### config.mk
export PLATFORM = sky130hd
export DESIGN_NAME = prmt_front_flat
export DESIGN_NICKNAME = d
export VERILOG_FILES = /design/src/rtl/core/prmt_pkg.sv /design/src/rtl/core/prmt_if.sv /design/src/rtl/core/prmt_front.sv /design/src/flat_wrapper.sv
export SDC_FILE = /design/constraint.sdc
export NUM_CORES = 1
export LEC_CHECK = 0
export ABC_CLOCK_PERIOD_IN_PS = 13900
export BUFFER_PORTS_ARGS = -buffer_cell sky130_fd_sc_hd__buf_2
export CORE_AREA = 10 10 156 158
export CTS_CLUSTER_SIZE = 30
export DETAILED_ROUTE_END_ITERATION = 8
export DIE_AREA = 0 0 166 168
export PLACE_DENSITY = 0.58
export SETUP_SLACK_MARGIN = 0.02
export SLEW_MARGIN = 40
export SYNTH_ARGS = -nofsm -noshare
export SYNTH_HDL_FRONTEND = slang
export SYNTH_SLANG_ARGS = --single-unit
### constraint.sdc
create_clock -name clk_i -period 13.9 [get_ports clk_i]
set_input_delay 1.39 -clock clk_i [delete_from_list [all_inputs] [get_ports clk_i]]
set_output_delay 1.39 -clock clk_i [all_outputs]
set_load 0.005 [all_outputs]
### src/rtl/core/prmt_pkg.sv
// Package for the page reference-count tracker.
// Holds field widths, request and status codes, defaults and the result item type.
// No dependencies; every other file of the block but prmt_cmd_fifo uses it.
package prmt_pkg;

  // Field widths fixed by the request and result formats
  localparam int ADDR_W     = 32;
  localparam int LEN_W      = 24;
  localparam int FIRST_W    = 12;
  localparam int RUN_W      = 7;
  localparam int STATUS_W   = 2;
  localparam int CNT_W      = 16;
  localparam int PAGE_SHIFT = 12;

  // Defaults for the top-level parameters and the command queue depth
  localparam int PAGE_COUNT_DEF     = 4096;
  localparam int MAX_SPAN_PAGES_DEF = 126;
  localparam int CMD_DEPTH          = 2;

  localparam logic [CNT_W-1:0]  CNT_MAX    = 16'hFFFF;
  localparam logic [ADDR_W-1:0] BASE_RESET = 32'h4000_0000;

  // Request kinds (also the map / unmap code of a run)
  localparam logic REQ_USE     = 1'b0;
  localparam logic REQ_RELEASE = 1'b1;

  // Status codes of the final item
  localparam logic [STATUS_W-1:0] ST_OK     = 2'd0;
  localparam logic [STATUS_W-1:0] ST_UNUSED = 2'd1;
  localparam logic [STATUS_W-1:0] ST_SAT    = 2'd2;
  localparam logic [STATUS_W-1:0] ST_REJECT = 2'd3;

  // One result item
  typedef struct packed {
    logic                is_request;
    logic                request_kind;
    logic [FIRST_W-1:0]  first_page;
    logic [RUN_W-1:0]    page_count;
    logic [STATUS_W-1:0] status;
    logic                last;
  } rsp_item_t;

endpackage

### src/rtl/core/prmt_if.sv
// Channel interfaces of the page reference-count tracker: request in, result out.
// Each carries valid, ready and the payload fields. Depends on prmt_pkg.
interface prmt_req_if;
  logic                        valid;
  logic                        ready;
  logic                        req_type;
  logic [prmt_pkg::ADDR_W-1:0] address;
  logic [prmt_pkg::LEN_W-1:0]  byte_length;

  modport source (output valid, req_type, address, byte_length, input ready);
  modport sink   (input valid, req_type, address, byte_length, output ready);
endinterface


### src/rtl/core/prmt_front.sv
// Front end of the tracker: takes requests, holds the region base register,
// and turns each request into a page-range command or a rejection. Depends on prmt_pkg, prmt_if.
module prmt_front #(
  parameter int PAGE_COUNT     = prmt_pkg::PAGE_COUNT_DEF,
  parameter int MAX_SPAN_PAGES = prmt_pkg::MAX_SPAN_PAGES_DEF
) (
  input  logic                        clk_i,
  input  logic                        rst_ni,
  prmt_req_if.sink                    req_i,
  input  logic                        cfg_we_i,
  input  logic [prmt_pkg::ADDR_W-1:0] cfg_wdata_i,
  input  logic                        clear_busy_i,
  output logic                        cmd_valid_o,
  output logic [2*$clog2(PAGE_COUNT)+1:0] cmd_data_o,
  input  logic                        cmd_ready_i
);

  localparam int PW   = $clog2(PAGE_COUNT);
  // Page index width of a full 33-bit byte offset
  localparam int PG_W = prmt_pkg::ADDR_W + 1 - prmt_pkg::PAGE_SHIFT;

  typedef struct packed {
    logic          reject;
    logic          kind;
    logic [PW-1:0] start;
    logic [PW-1:0] last_page;
  } cmd_t;

  logic [prmt_pkg::ADDR_W-1:0] base_q;

  logic                        s1_valid_q;
  logic                        s1_kind_q;
  logic [prmt_pkg::ADDR_W-1:0] s1_addr_q;
  logic [prmt_pkg::LEN_W-1:0]  s1_len_q;

  logic                        s2_valid_q;
  logic                        s2_kind_q;
  logic                        s2_below_q;
  logic [prmt_pkg::ADDR_W-1:0] s2_off_q;
  logic [prmt_pkg::LEN_W-1:0]  s2_len_q;

  logic                        s1_free;
  logic                        s2_free;
  logic                        s1_adv;
  logic [prmt_pkg::ADDR_W:0]   diff;
  logic [prmt_pkg::ADDR_W:0]   sum;
  logic [PG_W-1:0]             end_pg;
  logic [PG_W-1:0]             start_pg;
  cmd_t                        cmd;

  // Stall chain of the two front stages
  assign s2_free = !s2_valid_q || cmd_ready_i;
  assign s1_free = !s1_valid_q || s2_free;
  assign s1_adv  = s1_valid_q && s2_free;

  assign req_i.ready = s1_free && !clear_busy_i;

  // Region base register
  always_ff @(posedge clk_i or negedge rst_ni) begin
    if (!rst_ni) begin
      base_q <= prmt_pkg::BASE_RESET;
    end else if (cfg_we_i) begin
      base_q <= cfg_wdata_i;
    end
  end

  // Stage one: capture the request.
  always_ff @(posedge clk_i or negedge rst_ni) begin
    if (!rst_ni) begin
      s1_valid_q <= 1'b0;
    end else if (s1_free) begin
      s1_valid_q <= req_i.valid && req_i.ready;
    end
  end

  always_ff @(posedge clk_i) begin
    if (req_i.valid && req_i.ready) begin
      s1_kind_q <= req_i.req_type;
      s1_addr_q <= req_i.address;
      s1_len_q  <= req_i.byte_length;
    end
  end

  // Stage two: offset from the region base, with the borrow as the below-base flag.
  assign diff = {1'b0, s1_addr_q} - {1'b0, base_q};

  always_ff @(posedge clk_i or negedge rst_ni) begin
    if (!rst_ni) begin
      s2_valid_q <= 1'b0;
    end else if (s2_free) begin
      s2_valid_q <= s1_adv;
    end
  end

  always_ff @(posedge clk_i) begin
    if (s1_adv) begin
      s2_kind_q  <= s1_kind_q;
      s2_below_q <= diff[prmt_pkg::ADDR_W];
      s2_off_q   <= diff[prmt_pkg::ADDR_W-1:0];
      s2_len_q   <= s1_len_q;
    end
  end

  // Page range and range checks feed the command queue directly.
  assign sum      = {1'b0, s2_off_q} +
                    {{(prmt_pkg::ADDR_W + 1 - prmt_pkg::LEN_W){1'b0}}, s2_len_q};
  assign end_pg   = sum[prmt_pkg::ADDR_W:prmt_pkg::PAGE_SHIFT];
  assign start_pg = {1'b0, s2_off_q[prmt_pkg::ADDR_W-1:prmt_pkg::PAGE_SHIFT]};

  always_comb begin
    cmd.reject    = s2_below_q ||
                    (end_pg >= PG_W'(PAGE_COUNT)) ||
                    ((end_pg - start_pg) >= PG_W'(MAX_SPAN_PAGES));
    cmd.kind      = s2_kind_q;
    cmd.start     = start_pg[PW-1:0];
    cmd.last_page = end_pg[PW-1:0];
  end

  assign cmd_valid_o = s2_valid_q;
  assign cmd_data_o  = cmd;

endmodule

### src/flat_wrapper.sv
// flat-port wrapper written by rule: the top's interface ports become plain ports
module prmt_front_flat 
#(
  parameter int PAGE_COUNT     = prmt_pkg::PAGE_COUNT_DEF,
  parameter int MAX_SPAN_PAGES = prmt_pkg::MAX_SPAN_PAGES_DEF
)
  (clk_i, rst_ni, cfg_we_i, cfg_wdata_i, clear_busy_i, cmd_valid_o, cmd_data_o, cmd_ready_i, req_i_valid, req_i_req_type, req_i_address, req_i_byte_length, req_i_ready);
  prmt_req_if req_i_i ();
  input  logic clk_i;
  input  logic rst_ni;
  input  logic cfg_we_i;
  input  logic [prmt_pkg::ADDR_W-1:0] cfg_wdata_i;
  input  logic clear_busy_i;
  output logic cmd_valid_o;
  output logic [2*$clog2(PAGE_COUNT)+1:0] cmd_data_o;
  input  logic cmd_ready_i;
  input wire logic [$bits(req_i_i.valid)-1:0] req_i_valid;
  input wire logic [$bits(req_i_i.req_type)-1:0] req_i_req_type;
  input wire logic [$bits(req_i_i.address)-1:0] req_i_address;
  input wire logic [$bits(req_i_i.byte_length)-1:0] req_i_byte_length;
  output wire logic [$bits(req_i_i.ready)-1:0] req_i_ready;
  assign req_i_i.valid = req_i_valid;
  assign req_i_i.req_type = req_i_req_type;
  assign req_i_i.address = req_i_address;
  assign req_i_i.byte_length = req_i_byte_length;
  assign req_i_ready = req_i_i.ready;
  prmt_front #(.PAGE_COUNT(PAGE_COUNT), .MAX_SPAN_PAGES(MAX_SPAN_PAGES)) u_core (.clk_i(clk_i), .rst_ni(rst_ni), .req_i(req_i_i), .cfg_we_i(cfg_we_i), .cfg_wdata_i(cfg_wdata_i), .clear_busy_i(clear_busy_i), .cmd_valid_o(cmd_valid_o), .cmd_data_o(cmd_data_o), .cmd_ready_i(cmd_ready_i));
endmodule
Word level (Yosys, flattened, before mapping)
Index checks and enable logic that the tools add are counted.
{"block": "word_totals", "reg_bits": 149, "inputBits": 95, "out_inout_bits": 28, "word_cells": 25}
{"block": "op_classes", "addsub": 3, "order_cmp": 2, "reduce_logical": 10}
{"operator": "$add A32 B24 Y33", "n": 1}
{"operator": "$sub A32 B32 Y33", "n": 1}
{"operator": "$ge A21 B13 Y1 const B", "n": 1}
{"operator": "$ge A21 B7 Y1 const B", "n": 1}
{"operator": "$sub A21 B20 Y21", "n": 1}
{"operator": "$logic_or A1 B1 Y1", "n": 4}
{"operator": "$logic_and A1 B1 Y1", "n": 3}
{"operator": "$logic_not A1 Y1", "n": 3}

Longest topological paths before layout
{"block": "depth", "word_depth": 5, "depth_mapped": 21, "depth_no_buf": 21}

Worst setup path before layout
Ideal clock, no wire load.
{"block": "synth_timing", "path_kind": "reg2out", "startpoint": "register u_core.s2_off_q[12] in the netlist's numbering", "endpoint": "output port cmd_data_o[25]", "arrival_time_ns": 4.726, "t_required_ns": 12.510, "slack_ns": 7.784, "path_stages_with_launch": 22, "n_path_buf": 0, "cell_sequence": "edfxtp_1 -> ha_1 -> a21o_1 -> a21o_1 -> a21o_1 -> a221o_1 -> o21ai_0 -> a31oi_1 -> a21oi_1 -> nor2b_1 -> o21a_1 -> nor2_1 -> xnor2_1 -> ha_1 -> and3_1 -> o311a_1 -> o22ai_2 -> a211oi_1 -> o21ai_1 -> a2bb2oi_1 -> or3_1 -> a2111o_1"}
{"block": "synth_via", "elab_chain_len": 4, "word_cells_on_any_way": 6, "cone_classes": "2 x add/sub; 2 x order compare; 2 x reduce/logical"}
{"element": "from (decl)", "line_no": "prmt_front.sv:39", "source": "logic [prmt_pkg::ADDR_W-1:0] s2_off_q;"}
{"element": "from (signal assigned)", "line_no": "prmt_front.sv:99", "source": "s2_off_q <= diff[prmt_pkg::ADDR_W-1:0];"}
{"element": "$add A32 B24 Y33 (*)", "line_no": "prmt_front.sv:105", "source": "assign sum = {1'b0, s2_off_q} +"}
{"element": "named net cmd_data_o[11]", "line_no": "flat_wrapper.sv:15", "source": "output logic [2*$clog2(PAGE_COUNT)+1:0] cmd_data_o;"}
{"element": "$sub A21 B20 Y21 or $ge A21 B13 Y1 (tied branches)", "line_no": "prmt_front.sv:113, prmt_front.sv:112"}
{"element": "$ge A21 B7 Y1 or $logic_or A1 B1 Y1 (tied branches)", "line_no": "prmt_front.sv:113, prmt_front.sv:111"}
{"element": "$logic_or A1 B1 Y1 (*)", "line_no": "prmt_front.sv:112", "source": "(end_pg >= PG_W'(PAGE_COUNT)) ||"}
{"element": "to (decl)", "line_no": "flat_wrapper.sv:15"}
The timed path passes the listed nets; every way through them passes the cells marked *.

Worst setup path in the final report
{"block": "layout_timing", "startpoint": "register u_core.s2_off_q[12] in the netlist's numbering", "endpoint": "output port cmd_data_o[25]"}
{"block": "layout_via", "elab_chain_len": 4, "word_cells_on_any_way": 6, "cone_classes": "2 x add/sub; 2 x order compare; 2 x reduce/logical"}
{"element": "$add A32 B24 Y33", "line_no": "prmt_front.sv:105"}
{"element": "$sub A21 B20 Y21 or $ge A21 B13 Y1 (tied branches)", "line_no": "prmt_front.sv:113, prmt_front.sv:112"}
{"element": "$ge A21 B7 Y1 or $logic_or A1 B1 Y1 (tied branches)", "line_no": "prmt_front.sv:113, prmt_front.sv:111"}
{"element": "$logic_or A1 B1 Y1 (*)", "line_no": "prmt_front.sv:112"}
Every way passes the cells marked *; elsewhere a longest branch is shown, timed or not.

==> out/qor.yml <==
critical_path:
  cp-end-kind: "output port"
  r2r_cells: 14
  crit_path_frequent_cell: "a21o_1"
  path_class: "flop to output port"
  cp_slowest_cell: "edfxtp_1"
  path_max_fanout: 6
  crit_chain: "ha_1, a21o_1, a21o_1, a21o_1, a221o_1, o21ai_0, a31oi_1, a21oi_1, nor2b_1, o21a_1, nor2_1, xnor2_1, ha_1, and3_1, o311a_1, o22ai_2, a211oi_1, o21ai_1, a2bb2oi_1, or3_1, a2111o_1, buf_2"
  start_kind: "flop"
  arrival_ns: 5.67
  max_stage_delay_ns: 0.42
  cp.buffers_inverters: 1
  crit_family: "compound AO/OA/AOI/OAI gates"
  path_depth: 22
  required_ns: 12.51
power:
  powerDensity_nw_per_um2: 137.8
  static-leakage-power_nw: 4.286
  vdd_drop_max_uv: 58.31
job:
  maxCapViolations: 0
global_routing:
  grt_max_degree: 64
  antenna_found_initial: 0
  gr-total-overflow: 0
  grt_pass1_wl_um: 29480
  track_usage_pct: 13.01
  grt_pass1_vias: 5777
hold_path:
  min_path_cells: 0
  hold_class: "flop to flop"
logic_synthesis:
  synth_cell_types: 73
  syn_area_per_cell_um2: 11.15
  ys_top_cells_by_area: "edfxtp_1 41%, ha_1 11%, dfrtp_1 9.9%"
  yosysWarningCount: 0
  synth-seq-area-share_pct: 51.64
  async_flop_share_pct: 22.82
  synth_edf_count: 115
  yosys.area.top_type_share_pct: 41.42
  syn_inst: 748
  syn-cell-area_um2: 8338
  synth-seq-cells: 149
  synth_nets: 919
  synth_flop_cell: "edfxtp_1"
  synth_top_area_cell: "edfxtp_1"
sta:
  timing.final.crit_period_ns: 7.058
  fmax_mhz: 141.7
  slew_violations: 0
  setup_tns_ns: 0
  fin_crit_sh_pct: 50.78
  finalHoldViolations: 0
  max_slew_margin_pct: 47.67
  skew_ns: 0.008201
  rsz0062_at_grt: "false"
  worst_slew_pin_slew_ns: 0.7849
  setup_viol: 0
run_status:
  status: "finished clean"
place:
  placed_area_um2: 9211
  dpl.cell_count: 1132
  hpwl_um: 14290
  place_congestion: 0.8558
  portBuffers: 122
floorplan:
  dieArea_um2: 27890
  die_w_um: 166
  core_area_um2: 21420
  num_rows: 54
  initial_utilization_pct: 38.93
  die_y_um: 168
  ios: 123
final_layout:
  final_cell_mix: "121 x buf_2, 115 x edfxtp_1, 74 x ha_1"
  nNetsFinal: 1042
  design_area_um2: 9779
  final_cells: 1164
  syn_to_final_growth_pct: 17.29
  layout-drive-gt1-share_pct: 20.81
  diodes: 0
  layout_commonest_cell: "buf_2"
clocking:
  clock-sinks: 149
  clockRootBuffer: "clkbuf_16"
  hold_buffers: 0
  clkTransAtPathRegs_ns: 0.06
  cts_resized: 0
  cts_buffer_depth: 2
  cts_tree: "done"
  cts-buffers-inserted: 17
  clk_latency_ns: 0.42
  cts_setup_buffers: 0
  ctsHtreeMaxLevel: 4
route:
  dr_total_vias: 5671
  ant_nets: 0
  drc: 0
  dr.pass1.iters: 5
  vias_per_cell: 4.872
  wl_per_cell_um: 15.50
  drt-total-wl_um: 18040
  drt_iter0_markers: 294
[report_power, final]
part	switching [W]	leakage [nW]	internal, W
logic	0.000206	2.52	0.000160
clock network	0.000190	0.276	0.000251
registers	0.0000153	1.49	0.000525
total	0.000411	4.29	0.000936
[state kept, by name, indices dropped and copies added (netlist names)]
name	flops
u_core.s2_below_q	1
u_core.s2_len_q	24
u_core.s1_addr_q	32
u_core.s1_kind_q	1
u_core.s1_len_q	24
u_core.s2_kind_q	1
u_core.cmd_valid_o	1
u_core.s1_valid_q	1
u_core.s2_off_q	32
u_core.base_q	32
[path summary, 6_finish.rpt]
path | from | slack, ns | to
setup / recovery | u_core.s2_off_q[12] | 6.84 | cmd_data_o[25]
hold / removal | u_core.s1_len_q[18] | 0.42 | u_core.s2_len_q[18]
setup reg to reg | u_core.s1_addr_q[0] | 10.32 | u_core.s2_off_q[28]
hold reg to reg | u_core.s1_len_q[18] | 0.42 | u_core.s2_len_q[18]
max in group asynchronous | rst_ni | 12.61 | u_core.base_q[9]
min in group asynchronous | rst_ni | 0.86 | u_core.base_q[23]
[kinds of logic (layout without fill, tap and decap cells)]
family	Yosys count	count (layout)	synth area share [%]
adder cells (fa/ha/maj)	76	76	11.58
flip-flops	149	149	51.64
AO/OA/AOI/OAI	193	193	15.53
buffers and inverters	91	227	4.682
AND/OR/NAND/NOR	185	185	10.67
multiplexers	7	7	0.9603
XOR/XNOR	47	47	4.937
[worst register-to-register path: stages (launching register included)]
cell and delay [ns]:
edfxtp_1 0.36, inv_1 0.06, ha_1 0.18, fa_1 0.22, nor2b_1 0.05, o21ai_0 0.20
a21boi_0 0.16, o21ai_1 0.24, a21oi_1 0.14, o21bai_1 0.29, a21boi_1 0.16, o41ai_1 0.54
a21boi_1 0.25, a21oi_1 0.31, o311ai_1 0.14
[final cells by class]
type | instances | area [um^2]
fill | 1988 | 11640
sequential | 149 | 4305
multi-input combinational | 508 | 3645
timing repair buffer | 125 | 648.1
clock buffer | 18 | 429.2
tap | 280 | 350.3
inverter | 70 | 262.8
clock inverter | 14 | 138.9
[synth_stat cells, types with 3 or more instances]
library cell,n
or2_2,3
nand2b_1,9
nor4_1,3
o21ai_1,7
nand4_1,5
a211oi_1,8
o31ai_1,4
and3_1,7
nor2_1,42
nor2b_1,9
dfrtp_1,33
nor3_1,10
nand2_1,64
buf_4,13
o21ai_0,51
o2111ai_1,3
xor2_1,14
clkbuf_1,8
o21bai_1,3
o311a_1,3
xnor2_1,33
mux2_2,4
edfxtp_1,115
or3_1,3
and2_1,3
o21a_1,10
a21boi_0,4
ha_1,74
a21oi_1,42
a21o_1,23
inv_1,70
nand3_1,15
o211ai_1,3
[layer usage]
metal / vias up / share of wire, % / global-route usage [%]
met2: 107 / 45 / 20.19
met3: 16 / 4.0 / 2.934
li1: 2968 / - / -
met5: - / 0 / 0
met4: 0 / 1.6 / 4.815
met1: 2580 / 49 / 17.40
[metrics by stage]
stage / hold slack [ns] / total power [W] / util, % / setup slack [ns]
finish: 0.4179 / 0.001347 / 45.66 / 6.842
global route: 0.4217 / 0.001433 / 45.66 / 6.448
detailed placement: 0.4045 / 0.0009181 / 43.01 / 7.326
floorplan: 0.4003 / 0.0008201 / - / 7.784
global placement: 0.4018 / 0.0009131 / 42.90 / 7.424
CTS: 0.4201 / 0.001363 / 45.66 / 6.835
Power figures use the tool's default switching activity.
