## config.mk

```make
export PLATFORM = sky130hd
export DESIGN_NAME = prmt_cmd_fifo
export DESIGN_NICKNAME = d
export VERILOG_FILES = /design/src/rtl/core/prmt_cmd_fifo.sv
export SDC_FILE = /design/constraint.sdc
export NUM_CORES = 1
export LEC_CHECK = 0
export ABC_AREA = 1
export BUFFER_PORTS_ARGS = -buffer_cell sky130_fd_sc_hd__buf_4
export CORE_MARGIN = 5
export CORE_UTILIZATION = 55
export DETAILED_ROUTE_END_ITERATION = 16
export PLACE_DENSITY = 0.83
export SKIP_LAST_GASP = 1
export SLEW_MARGIN = 20
export SYNTH_ARGS = -nofsm -noshare
export SYNTH_HDL_FRONTEND = slang
export SYNTH_SLANG_ARGS = --single-unit
```

## constraint.sdc

```tcl
create_clock -name clk_i -period 3.3 [get_ports clk_i]
set_input_delay 0.33 -clock clk_i [delete_from_list [all_inputs] [get_ports clk_i]]
set_output_delay 0.33 -clock clk_i [all_outputs]
set_load 0.005 [all_outputs]
```

## src/rtl/core/prmt_cmd_fifo.sv

```systemverilog
// Small command queue between the front end and the counter walker.
// Valid/ready on both sides. Depends on nothing but its parameters.
module prmt_cmd_fifo #(
  parameter int DATA_W = 26,
  parameter int DEPTH  = 2
) (
  input  logic              clk_i,
  input  logic              rst_ni,
  input  logic              push_valid_i,
  input  logic [DATA_W-1:0] push_data_i,
  output logic              push_ready_o,
  output logic              pop_valid_o,
  output logic [DATA_W-1:0] pop_data_o,
  input  logic              pop_ready_i
);

  localparam int PTR_W = (DEPTH > 1) ? $clog2(DEPTH) : 1;
  localparam int CNT_W = $clog2(DEPTH + 1);

  logic [DATA_W-1:0] mem_q [DEPTH];
  logic [PTR_W-1:0]  wr_ptr_q;
  logic [PTR_W-1:0]  rd_ptr_q;
  logic [CNT_W-1:0]  count_q;
  logic              push;
  logic              pop;

  assign push_ready_o = count_q != CNT_W'(DEPTH);
  assign pop_valid_o  = count_q != '0;
  assign pop_data_o   = mem_q[rd_ptr_q];
  assign push         = push_valid_i && push_ready_o;
  assign pop          = pop_valid_o && pop_ready_i;

  // Pointers and fill level
  always_ff @(posedge clk_i or negedge rst_ni) begin
    if (!rst_ni) begin
      wr_ptr_q <= '0;
      rd_ptr_q <= '0;
      count_q  <= '0;
    end else begin
      if (push) begin
        wr_ptr_q <= (wr_ptr_q == PTR_W'(DEPTH - 1)) ? '0 : wr_ptr_q + PTR_W'(1);
      end
      if (pop) begin
        rd_ptr_q <= (rd_ptr_q == PTR_W'(DEPTH - 1)) ? '0 : rd_ptr_q + PTR_W'(1);
      end
      if (push && !pop) begin
        count_q <= count_q + CNT_W'(1);
      end else if (pop && !push) begin
        count_q <= count_q - CNT_W'(1);
      end
    end
  end

  // Entry storage
  always_ff @(posedge clk_i) begin
    if (push) begin
      mem_q[wr_ptr_q] <= push_data_i;
    end
  end

endmodule

```

# After elaboration in Yosys (flattened, before gate mapping)
# Memory sizes are Yosys's and may differ from the RTL's.
# Cells that the tools add are included.
[op_classes]
muxes = 6
n_addsub = 4
reduce_logical = 8
eq_ne = 1
[ops]
columns = ["op", "n"]
rows = [
  ["$logic_and A1 B1 Y1", 4],
  ["$mux W1", 4],
  ["$mux W2", 2],
  ["$reduce_bool A2 Y1", 2],
  ["$add A1 B1 Y1 const B", 2],
  ["$add A2 B1 Y2 const B", 1],
  ["$logic_not A1 Y1", 2],
  ["$ne A2 B2 Y1 const B", 1],
  ["$sub A2 B1 Y2 const B", 1],
]
[totals]
ramBits = 52
word_cells = 23
out_inout_bits = 28
n_memories = 1
in_bits = 30
ff_bits = 4
[memory_table]
columns = ["memory", "depth", "word_bits", "read_ports", "rd_ports_with_merged_regs", "wr", "line_no", "text"]
rows = [
  ["mem_q", 2, 26, 1, 0, 1, "20", "logic [DATA_W-1:0] mem_q [DEPTH];"],
]

# Longest topological paths before layout
# Gate-level depths: netlist of run 1.
[logic_depth]
ltp_word = 6
ltp_mapped = 10
depth_no_buf = 10

# Least setup slack after synthesis of run 1
# Ideal clock, no wire load.
[synth_path]
kind = "flip-flop to flip-flop"
startpoint = "register count_q[0]"
endpoint = "memory mem_q[1][0], enable pin"
required_time_ns = 2.891
stages_incl_launch_ff = 5
t_arrival_ns = 1.687
path_buffers = 0
setup_ns = 0.409
setup_slack_ns = 1.204
cell_sequence = "dfrtp_1 inv_2 nand2_2 nand2_2 nor2_1"
[synth_between]
elab_chain_cells = 4
[synth_lines]
columns = ["element", "line_no", "text"]
rows = [
  ["start, declared", "23", "logic [CNT_W-1:0] count_q;"],
  ["start signal, assigned", "47", "count_q <= count_q + CNT_W'(1);"],
  ["start signal, assigned", "49", "count_q <= count_q - CNT_W'(1);"],
  ["$ne A2 B2 Y1", "27", "assign push_ready_o = count_q != CNT_W'(DEPTH);"],
  ["net push_ready_o", "11", "output logic push_ready_o,"],
  ["$logic_and A1 B1 Y1", "30", "assign push = push_valid_i && push_ready_o;"],
  ["$mux W1", "56", "if (push) begin"],
  ["$mux W1 (implied by the code)", "57", "mem_q[wr_ptr_q] <= push_data_i;"],
  ["end, declared", "20", ""],
]
# The timed path passes the listed nets, and every way through them passes these cells.

# Worst setup path after layout of run 1
[layout_path]
startpoint = "register rd_ptr_q"
endpoint = "output port pop_data_o[8]"
[layout_between]
elab_chain_cells = 1
[layout_lines]
columns = ["element", "line_no", "text"]
rows = [
  ["start, declared", "22", "logic [PTR_W-1:0] rd_ptr_q;"],
  ["start signal, assigned", "44", "rd_ptr_q <= (rd_ptr_q == PTR_W'(DEPTH - 1)) ? '0 : rd_ptr_q + PTR_W'(1);"],
  ["$mem_v2 Z2 W26", "-", ""],
  ["end, declared", "13", "output logic [DATA_W-1:0] pop_data_o,"],
]
# Every way passes these cells.

==> flow_summary_export.csv, run 1 <==
group,metric,value,unit
outcome,status,"finished clean",
global_routing,grtUsageTotal,0.1443,
final_layout,seq_area,0.001662,mm²
setup_path,cp-end-kind,"output pin",
sta,skew,0.004451,ns
placement,io_buffers,57,
setup_path,reg2reg_depth,5,
power,ir_drop,0.0004610,V
clock_tree,numCtsBuffers,5,
setup_path,cp_max_fo,28,
floorplan,num_rows,22,
sta,hold_viol_final,0,
sta,period_minus_slack,2.185,ns
flow_run,maxCapViolations,0,
setup_path,critPathLaunch,"rd_ptr_q",
global_routing,grt_overflow,0,
floorplan,core_area,0.003716,mm²
clock_tree,cts_sinks,56,
synthesis,synth_commonest_cells,"nand2_1, edfxtp_1, nand2_2",
detailed_routing,drc,0,
synthesis,synth-seq-cells,56,
power,power_frac_comb,0.333,
floorplan,die_h,72.61,µm
setup_path,arrival,1.85,ns
global_routing,grt_pass1_vias,1300,
clock_tree,cts_tree,"yes",
floorplan,die_area,0.005271,mm²
final_layout,antenna_cells,0,
power,p_switching,0.0007036,W
final_layout,areaGrowthSynthToFinish,27.05,%
placement,dp_cells,266,
detailed_routing,wirelength,3535,µm
detailed_routing,wire_per_inst,12.85,µm
synthesis,synth_edf_count,52,
sta,tightest_slew,1.028,ns
detailed_routing,drtIter0Drc,55,
min_path,worstHoldPathCells,1,
final_layout,fill_cells,254,
floorplan,dieWidth,72.61,µm
synthesis,seq_area_frac_synth,0.7707,
detailed_routing,drt-vias-per-instance,4.785,
sta,slew_headroom,0.3145,
clock_tree,root_buffer,"clkbuf_8",
setup_path,rr_endpoint,"mem_q[1][7]",
sta,rsz0062_at_grt,"no",
power,leakage,1.199,nW
setup_path,required,2.97,ns
clock_tree,path_clk_slew,0.09,ns
setup_path,cp-start-kind,"register",
synthesis,netlist_area,0.002156,mm²
min_path,hold_path_startpoint,"push_data_i[23]",
clock_tree,clk_path_buf_depth,2,
synthesis,ys_warn_count,0,
final_layout,final_nets,257,
synthesis,async_reset_ff_frac,0.07143,
sta,setup_ws,1.115,ns
power,p_per_area,835.1,mW/mm²
synthesis,post-synth-top-count-cell,"nand2_1",
synthesis,ys.flop_type,"edfxtp_1",
global_routing,grt_pass1_wl,5678,µm
sta,fin_crit_sh,0.6621,
synthesis,syn-num-nets,195,
global_routing,antenna_found_initial,0,
placement,gp_congestion,0.7640,
placement,place_hpwl,2486,µm
detailed_routing,vias,1316,
synthesis,synth_cell_type_count,16,
power,netSwitchingFraction,0.3076,
clock_tree,htreeDepth,2,
synthesis,postSynthCellCount,164,
setup_path,r2r_slack,1.62,ns
synthesis,synth_area_leaders,"edfxtp_1, nand2_1, dfrtp_1",
sta,finalMaxSlewViolations,0,
synthesis,yosys.area.top_type,"edfxtp_1",
power,pwr-share-clk,0.195,
final_layout,finalNonFillerCells,275,
synthesis,synth_top_area_frac,0.7243,
final_layout,multi_input_area,409.1,µm²
min_path,worst_hold_path_type,"in2reg",
detailed_routing,dr.pass1.iters,4,
sta,finalSetupViolations,0,
setup_path,r2r_start,"count_q[0]",
sta,setup_tns,0,ns
setup_path,crit_end,"pop_data_o[8]",
synthesis,avgSynthCellArea,13.15,µm²
detailed_routing,ant_nets,0,
global_routing,grt_max_degree,29,
floorplan,ioPinCount,58,
power,internal-power,0.001584,W
power,p_seq_frac,0.471,
clock_tree,postCtsSetupBuffers,0,
floorplan,start_util,0.5801,
clock_tree,clock_latency,0.30,ns
setup_path,worst-setup-path-type,"reg2out",
placement,dpl_worst_slack,1.462,ns
sta,fmax,0.4577,GHz
final_layout,layout-drive-gt1-share,0.3480,
## state kept, by name, indices dropped and copies added, names as in the netlist
signal and count:
rd_ptr_q 1, count_q 2, mem_q 52, wr_ptr_q 1
## placed cells by master, fill, tap and decap left out
cell type / n
nor2_2: 2
nand3_1: 2
nand2_2: 8
nand2_1: 80
edfxtp_1: 52
inv_8: 1
clkinv_4: 1
buf_4: 59
bufinv_16: 1
xnor2_1: 1
nand4_1: 1
dlygate4sd3_1: 1
dfrtp_1: 4
ha_1: 1
inv_2: 1
xor2_1: 1
inv_1: 5
clkbuf_8: 6
## kinds of logic after synthesis
| group | after synthesis | synth area share |
|---|---|---|
| xor gates and xnor gates | 2 | 0.008127 |
| adders and majority gates | 1 | 0.005803 |
| DFF | 56 | 0.7708 |
| and+or+nand+nor | 93 | 0.1735 |
| buffers and inverters | 12 | 0.04178 |
## stage by stage
step / total power, W / area, µm² / utilization / hold WS [ns]
after floorplan: 0.001515 / 2156 / - / 0.03441
after global placement: 0.001844 / 2608 / 0.7017 / 0.1286
after detailed placement: 0.001867 / 2608 / 0.7017 / 0.1294
after CTS: 0.002312 / 2739 / 0.7370 / 0.2015
after global routing: 0.002446 / 2739 / 0.7370 / 0.1830
final: 0.002287 / 2739 / 0.7370 / 0.2036
## how the worst min path moves through the flow
| stage | slack (ns) | end |
|---|---|---|
| floorplan | 0.03 | count_q[0] |
| global placement | 0.13 | count_q[1] |
| detailed placement | 0.13 | count_q[0] |
| CTS | 0.20 | mem_q[1][14] |
| global route | 0.18 | mem_q[0][20] |
| finish | 0.20 | mem_q[0][23] |
## final cells by class
| cell class | instances | area share |
|---|---|---|
| timing repair buffer | 60 | 0.1654 |
| clock inverter | 2 | 0.01416 |
| sequential | 56 | 0.6067 |
| inverter | 7 | 0.01233 |
| clock buffer | 6 | 0.03015 |
| tap | 48 | 0.02193 |
| multi-input combinational | 96 | 0.1494 |
## metal layers
metal	track usage	vias up	wire length, µm
li1	-	664	-
met1	0.1531	606	1306
met2	0.2665	39	1911
met3	0.04270	7	267
met4	0.05533	0	51
met5	0	-	0
## power by group through the flow
stage	Clock, W	Sequential (W)	Combinational [W]
after floorplan	0	0.00103	0.000480
after global placement	0	0.00109	0.000757
after detailed placement	0	0.00109	0.000773
after CTS	0.000451	0.00108	0.000783
after global routing	0.000491	0.00110	0.000859
final	0.000447	0.00108	0.000762
## worst max-delay path: stages, from the launching register on
cell	delay, ns
dfrtp_1	1.03
inv_8	0.19
nand2_1	0.12
nand2_1	0.06
buf_4	0.13
## repair_timing
action | in CTS | in global routing
hold buffers | 1 | 0
endpoints found under the hold margin | 4 | 0
gates resized for setup | 0 | 0
Power figures use the tool's default switching activity.
==> run 2, diff against run 1 <==
--- a/config.mk
+++ b/config.mk
@@ -8,9 +8,9 @@
 export ABC_AREA = 1
 export BUFFER_PORTS_ARGS = -buffer_cell sky130_fd_sc_hd__buf_4
 export CORE_MARGIN = 5
-export CORE_UTILIZATION = 55
+export CORE_UTILIZATION = 46
 export DETAILED_ROUTE_END_ITERATION = 16
-export PLACE_DENSITY = 0.83
+export PLACE_DENSITY = 0.74
 export SKIP_LAST_GASP = 1
 export SLEW_MARGIN = 20
 export SYNTH_ARGS = -nofsm -noshare
==> constraint.sdc (replaced) <==
create_clock -name clk_i -period 1.7 [get_ports clk_i]
set_input_delay 0.17 -clock clk_i [delete_from_list [all_inputs] [get_ports clk_i]]
set_output_delay 0.17 -clock clk_i [all_outputs]
set_load 0.005 [all_outputs]
==> run 2 against run 1 <==
Effect of this change: count of clock-buffer cells in the layout fell by 1; via count fell by 0.46%; die area rose by 17%; flip-flop and latch count did not move; clock power rose by 47%; combinational power rose by 110%; critical endpoint is now pop_data_o[25]; routed wire length rose by 6.1%; worst hold slack got worse by 0.15 ns; register-to-register slack got worse by 1.4 ns.
==> flow_summary_export.csv, run 2 (synthesized netlist as in run 1, its figures left out) <==
group,metric,value,unit
detailed_routing,drtIter0Drc,59,
floorplan,start_util,0.4657,
setup_path,cp_max_fo,14,
floorplan,die_area,0.006156,mm²
clock_tree,root_buffer,"clkbuf_8",
clock_tree,cts_sinks,56,
final_layout,multi_input_area,409.1,µm²
setup_path,arrival,1.30,ns
final_layout,seq_area,0.001663,mm²
floorplan,die_h,78.46,µm
sta,rsz0062_at_grt,"no",
sta,whs,0.04976,ns
sta,hold_viol_final,0,
setup_path,cp-start-kind,"register",
floorplan,dieWidth,78.46,µm
power,p_per_area,1572,mW/mm²
detailed_routing,wirelength,3752,µm
outcome,status,"finished clean",
floorplan,num_rows,25,
clock_tree,clk_path_buf_depth,2,
sta,setup_tns,0,ns
floorplan,ioPinCount,58,
final_layout,top_regs,"mem_q (52), count_q (2)",
flow_run,maxCapViolations,0,
sta,finalMaxSlewViolations,0,
placement,gp_congestion,0.7650,
final_layout,final_cell_mix,"nand2_1, buf_4, edfxtp_1",
detailed_routing,drc,0,
power,pwr-share-clk,0.153,
sta,finalSetupViolations,0,
clock_tree,postCtsSetupBuffers,0,
final_layout,final_nets,261,
placement,place_hpwl,2617,µm
detailed_routing,vias,1310,
sta,fin_crit_sh,0.8635,
sta,period_minus_slack,1.468,ns
final_layout,final_util,0.5914,
sta,fmax,0.6812,GHz
setup_path,reg2reg_depth,9,
global_routing,antenna_found_initial,0,
final_layout,layout_commonest_cell,"nand2_1",
clock_tree,htreeDepth,2,
sta,slew_headroom,0.8574,
final_layout,areaGrowthSynthToFinish,26.99,%
final_layout,fill_cells,382,
power,p_switching,0.001384,W
power,leakage,1.199,nW
final_layout,regMostFlops,"mem_q",
power,netSwitchingFraction,0.3215,
global_routing,grtUsageTotal,0.1296,
final_layout,antenna_cells,0,
power,internal-power,0.002921,W
placement,dpl_cell_area,0.002645,mm²
setup_path,cp-end-kind,"output pin",
power,p_seq_frac,0.470,
clock_tree,path_clk_slew,0.09,ns
detailed_routing,wire_per_inst,13.21,µm
detailed_routing,drt-vias-per-instance,4.613,
detailed_routing,ant_nets,0,
clock_tree,numCtsBuffers,5,
placement,io_buffers,57,
clock_tree,cts_tree,"yes",
min_path,worst_hold_path_type,"in2reg",
clock_tree,clock_latency,0.30,ns
global_routing,grt_max_degree,28,
setup_path,required,1.53,ns
final_layout,layout-drive-gt1-share,0.3565,
global_routing,grt_overflow,0,
sta,skew,0.004595,ns
global_routing,grt_pass1_vias,1281,
final_layout,final_cell_area,0.002738,mm²
power,ir_drop,0.0008811,V
sta,tightest_slew,0.2139,ns
power,power_frac_comb,0.377,
power,p_total,0.004305,W
detailed_routing,dr.pass1.iters,4,
setup_path,worst-setup-path-type,"reg2out",
min_path,worstHoldPathCells,1,
final_layout,largest_reg_flops,52,
global_routing,grt_pass1_wl,5934,µm
floorplan,core_area,0.004629,mm²
run 2: cell count changes in the layout (fill, tap and decap cells not counted):
| cell | change |
|---|---|
| buf_4 | +4 |
| bufinv_16 | -1 |
| clkbuf_8 | -1 |
| clkinv_1 | +1 |
| dfrtp_1 | -1 |
| dfrtp_2 | +1 |
run 2: worst paths after layout:
| check | slack (ns) | to | startpoint |
|---|---|---|---|
| max | 0.23 | pop_data_o[25] | rd_ptr_q |
| min | 0.05 | mem_q[1][23] | push_data_i[23] |
| max reg2reg | 0.26 | count_q[1] | count_q[0] |
| min reg2reg | 0.53 | count_q[0] | count_q[0] |
| max in group asynchronous | 1.36 | rd_ptr_q | rst_ni |
| min in group asynchronous | 0.23 | rd_ptr_q | rst_ni |
run 2: layer usage:
layer / track usage / part of all wire
met4: 0.05070 / 0.013
met2: 0.2252 / 0.53
met3: 0.05619 / 0.086
met5: 0 / 0
met1: 0.1386 / 0.37
run 2: cell type report:
| cell class | count | share of cell area |
|---|---|---|
| sequential | 56 | 0.6074 |
| timing repair buffer | 64 | 0.1764 |
| multi-input combinational | 96 | 0.1495 |
| clock buffer | 5 | 0.02514 |
| tap | 54 | 0.02468 |
| inverter | 7 | 0.01234 |
| clock inverter | 2 | 0.004570 |
run 2: worst max-delay path: stages, from the launching register on:
cell,delay [ns]
dfrtp_2,0.49
buf_4,0.24
nand2_1,0.07
nand2_1,0.08
buf_4,0.11
run 2: power groups by stage:
stage | Sequential (W) | Clock (W) | Combinational (W)
2_1_floorplan | 0.00201 | 0 | 0.000933
3_3_place_gp | 0.00204 | 0 | 0.00162
3_5_place_dp | 0.00205 | 0 | 0.00165
4_1_cts | 0.00202 | 0.000694 | 0.00166
5_1_grt | 0.00205 | 0.000754 | 0.00182
6_report | 0.00202 | 0.000659 | 0.00162
run 2: metrics by stage:
step,setup slack (ns),cells
after CTS,0.08326,284
after global routing,0.1056,284
after floorplan,-0.3962,164
final,0.2320,284
after global placement,0.3503,276
after detailed placement,0.2941,276
run 2: what timing repair did:
item / in CTS / in global routing
hold endpoints to repair: 4 / 0
hold buffers: 1 / 0
setup endpoints to repair: 0 / 9
gates resized for setup: 0 / 1
==> run 3, diff against run 2 <==
--- a/config.mk
+++ b/config.mk
@@ -10,7 +10,7 @@
 export CORE_MARGIN = 5
 export CORE_UTILIZATION = 46
 export DETAILED_ROUTE_END_ITERATION = 16
-export PLACE_DENSITY = 0.74
+export PLACE_DENSITY_LB_ADDON = 0.08
 export SKIP_LAST_GASP = 1
 export SLEW_MARGIN = 20
 export SYNTH_ARGS = -nofsm -noshare
==> run 3 against run 2 <==
Effect of this change: utilization unchanged; global-route usage up 0.93 points; register-to-register slack lost 0.03 ns; first-iteration DRC count rose by 53%; worst hold slack lost 0.0063 ns; cell count up 0.35%; design area unchanged; die area unchanged; non-clock buffer count is the same; power increased by 0.34%; critical endpoint is now pop_data_o[13]; largest cell class unchanged; highest routed layer unchanged.
==> flow_summary_export.csv, run 3 (synthesized netlist as in run 1, its figures left out) <==
group,metric,value,unit
outcome,status,"finished clean",
global_routing,grt_overflow,0,
sta,slew_headroom,0.8514,
min_path,min_delay_worst_endpoint,"mem_q[1][1]",
placement,place_hpwl,2751,µm
power,p_seq_frac,0.464,
power,leakage,1.203,nW
final_layout,regMostFlops,"mem_q",
setup_path,cp-start-kind,"register",
placement,dp_cells,276,
sta,fin_crit_sh,0.8684,
detailed_routing,wire_per_inst,13.80,µm
final_layout,top_regs,"mem_q (52), count_q (2)",
setup_path,r2r_slack,0.23,ns
detailed_routing,drtIter0Drc,90,
detailed_routing,wirelength,3933,µm
setup_path,rr_endpoint,"count_q[1]",
floorplan,core_area,0.004629,mm²
setup_path,r2r_start,"count_q[0]",
setup_path,worst-setup-path-type,"reg2out",
setup_path,crit_buf_inv,2,
detailed_routing,dr.pass1.iters,4,
sta,finalMaxSlewViolations,0,
final_layout,final_cell_mix,"nand2_1, buf_4, edfxtp_1",
min_path,hold_path_startpoint,"push_data_i[1]",
clock_tree,postCtsSetupBuffers,0,
clock_tree,numCtsBuffers,5,
clock_tree,cts_tree,"yes",
power,power_frac_comb,0.380,
power,p_switching,0.001400,W
sta,skew,0.005152,ns
clock_tree,cts_sinks,56,
sta,hold_viol_final,0,
setup_path,cp_max_fo,16,
global_routing,grt_pass1_wl,6479,µm
floorplan,die_area,0.006156,mm²
global_routing,antenna_found_initial,0,
final_layout,finalNonFillerCells,285,
clock_tree,root_buffer,"clkbuf_8",
power,netSwitchingFraction,0.3242,
floorplan,start_util,0.4657,
global_routing,grt_pass1_vias,1397,
sta,finalSetupViolations,0,
sta,tightest_slew,0.2229,ns
global_routing,grtUsageTotal,0.1389,
final_layout,largest_reg_flops,52,
final_layout,antenna_cells,0,
floorplan,die_h,78.46,µm
clock_tree,path_clk_slew,0.09,ns
setup_path,arrival,1.31,ns
final_layout,layout_commonest_cell,"nand2_1",
power,ir_drop,0.0008862,V
global_routing,grt_max_degree,28,
final_layout,areaGrowthSynthToFinish,26.99,%
sta,rsz0062_at_grt,"no",
floorplan,ioPinCount,58,
clock_tree,clk_path_buf_depth,2,
setup_path,required,1.53,ns
flow_run,maxCapViolations,0,
clock_tree,hold_buffers,1,
power,p_total,0.004320,W
setup_path,cp-end-kind,"output pin",
detailed_routing,vias,1355,
min_path,worstHoldPathCells,1,
setup_path,slowest_delay,0.47,ns
min_path,worst_hold_path_type,"in2reg",
power,pwr-share-clk,0.156,
final_layout,final_nets,261,
final_layout,fill_cells,387,
placement,io_buffers,57,
detailed_routing,drc,0,
placement,gp_congestion,0.6070,
final_layout,seq_area,0.001662,mm²
detailed_routing,ant_nets,0,
detailed_routing,drt-vias-per-instance,4.754,
setup_path,critical_path.top_delay_family,"flip-flops",
sta,fmax,0.6774,GHz
floorplan,num_rows,25,
clock_tree,htreeDepth,2,
power,internal-power,0.002919,W
setup_path,crit_path_top_delay_cell,"dfrtp_1",
clock_tree,post_cts_resized,0,
floorplan,dieWidth,78.46,µm
power,p_per_area,1578,mW/mm²
final_layout,layout-drive-gt1-share,0.3550,
setup_path,critPathLaunch,"rd_ptr_q",
final_layout,multi_input_area,409.1,µm²
sta,period_minus_slack,1.476,ns
clock_tree,clock_latency,0.30,ns
setup_path,cp_cell_sequence,"buf_4, nand2_1, nand2_1, buf_4",
setup_path,reg2reg_depth,9,
run 3: cell types whose count changed in the layout (fill, tap and decap cells not counted), sizes merged:
cell	change
clkinv	+1
run 3: how the worst max path moves through the flow:
stage	to	slack, ns	depth (start not counted)
5_1_grt	pop_data_o[13]	0.11	4
2_1_floorplan	mem_q[1][0]	-0.40	4
6_report	pop_data_o[13]	0.22	4
3_5_place_dp	count_q[1]	0.24	9
3_3_place_gp	count_q[1]	0.36	9
4_1_cts	pop_data_o[13]	0.18	4
run 3: layout make-up:
class / count / area share
timing repair buffer: 64 / 0.1764
clock inverter: 3 / 0.005027
tap: 54 / 0.02468
sequential: 56 / 0.6069
inverter: 7 / 0.01234
clock buffer: 5 / 0.02514
multi-input combinational: 96 / 0.1495
run 3: power groups by stage:
stage / logic, W / clock network (W) / registers [W]
finish: 0.00164 / 0.000674 / 0.00200
global route: 0.00185 / 0.000750 / 0.00204
CTS: 0.00169 / 0.000700 / 0.00201
detailed placement: 0.00168 / 0 / 0.00204
global placement: 0.00163 / 0 / 0.00202
floorplan: 0.000933 / 0 / 0.00201
run 3: layer usage:
layer	vias to the layer above	global-route usage	part of all wire
li1	671	-	-
met5	-	0	0
met1	643	0.1488	0.38
met2	37	0.2474	0.54
met3	4	0.05046	0.066
met4	0	0.05594	0.015
run 3: through the flow:
step | setup WS, ns | utilization | hold slack [ns] | area, µm² | setup TNS, ns
6_report | 0.2238 | 0.5914 | 0.04351 | 2738 | 0
5_1_grt | 0.1081 | 0.5914 | 0.02402 | 2738 | 0
4_1_cts | 0.1849 | 0.5914 | 0.03064 | 2738 | 0
3_5_place_dp | 0.2390 | 0.5714 | -0.02867 | 2645 | 0
3_3_place_gp | 0.3626 | 0.5714 | -0.03189 | 2645 | 0
2_1_floorplan | -0.3962 | - | -0.1256 | 2156 | -20.60
run 3: worst register-to-register path: stages, from the launching register on:
cell and delay (ns):
dfrtp_1 0.42, inv_2 0.09, nand2_2 0.07, nand2_2 0.12, inv_1 0.06, ha_1 0.32, inv_1 0.08, nand3_1 0.09
nand2_1 0.06, nand2_1 0.05
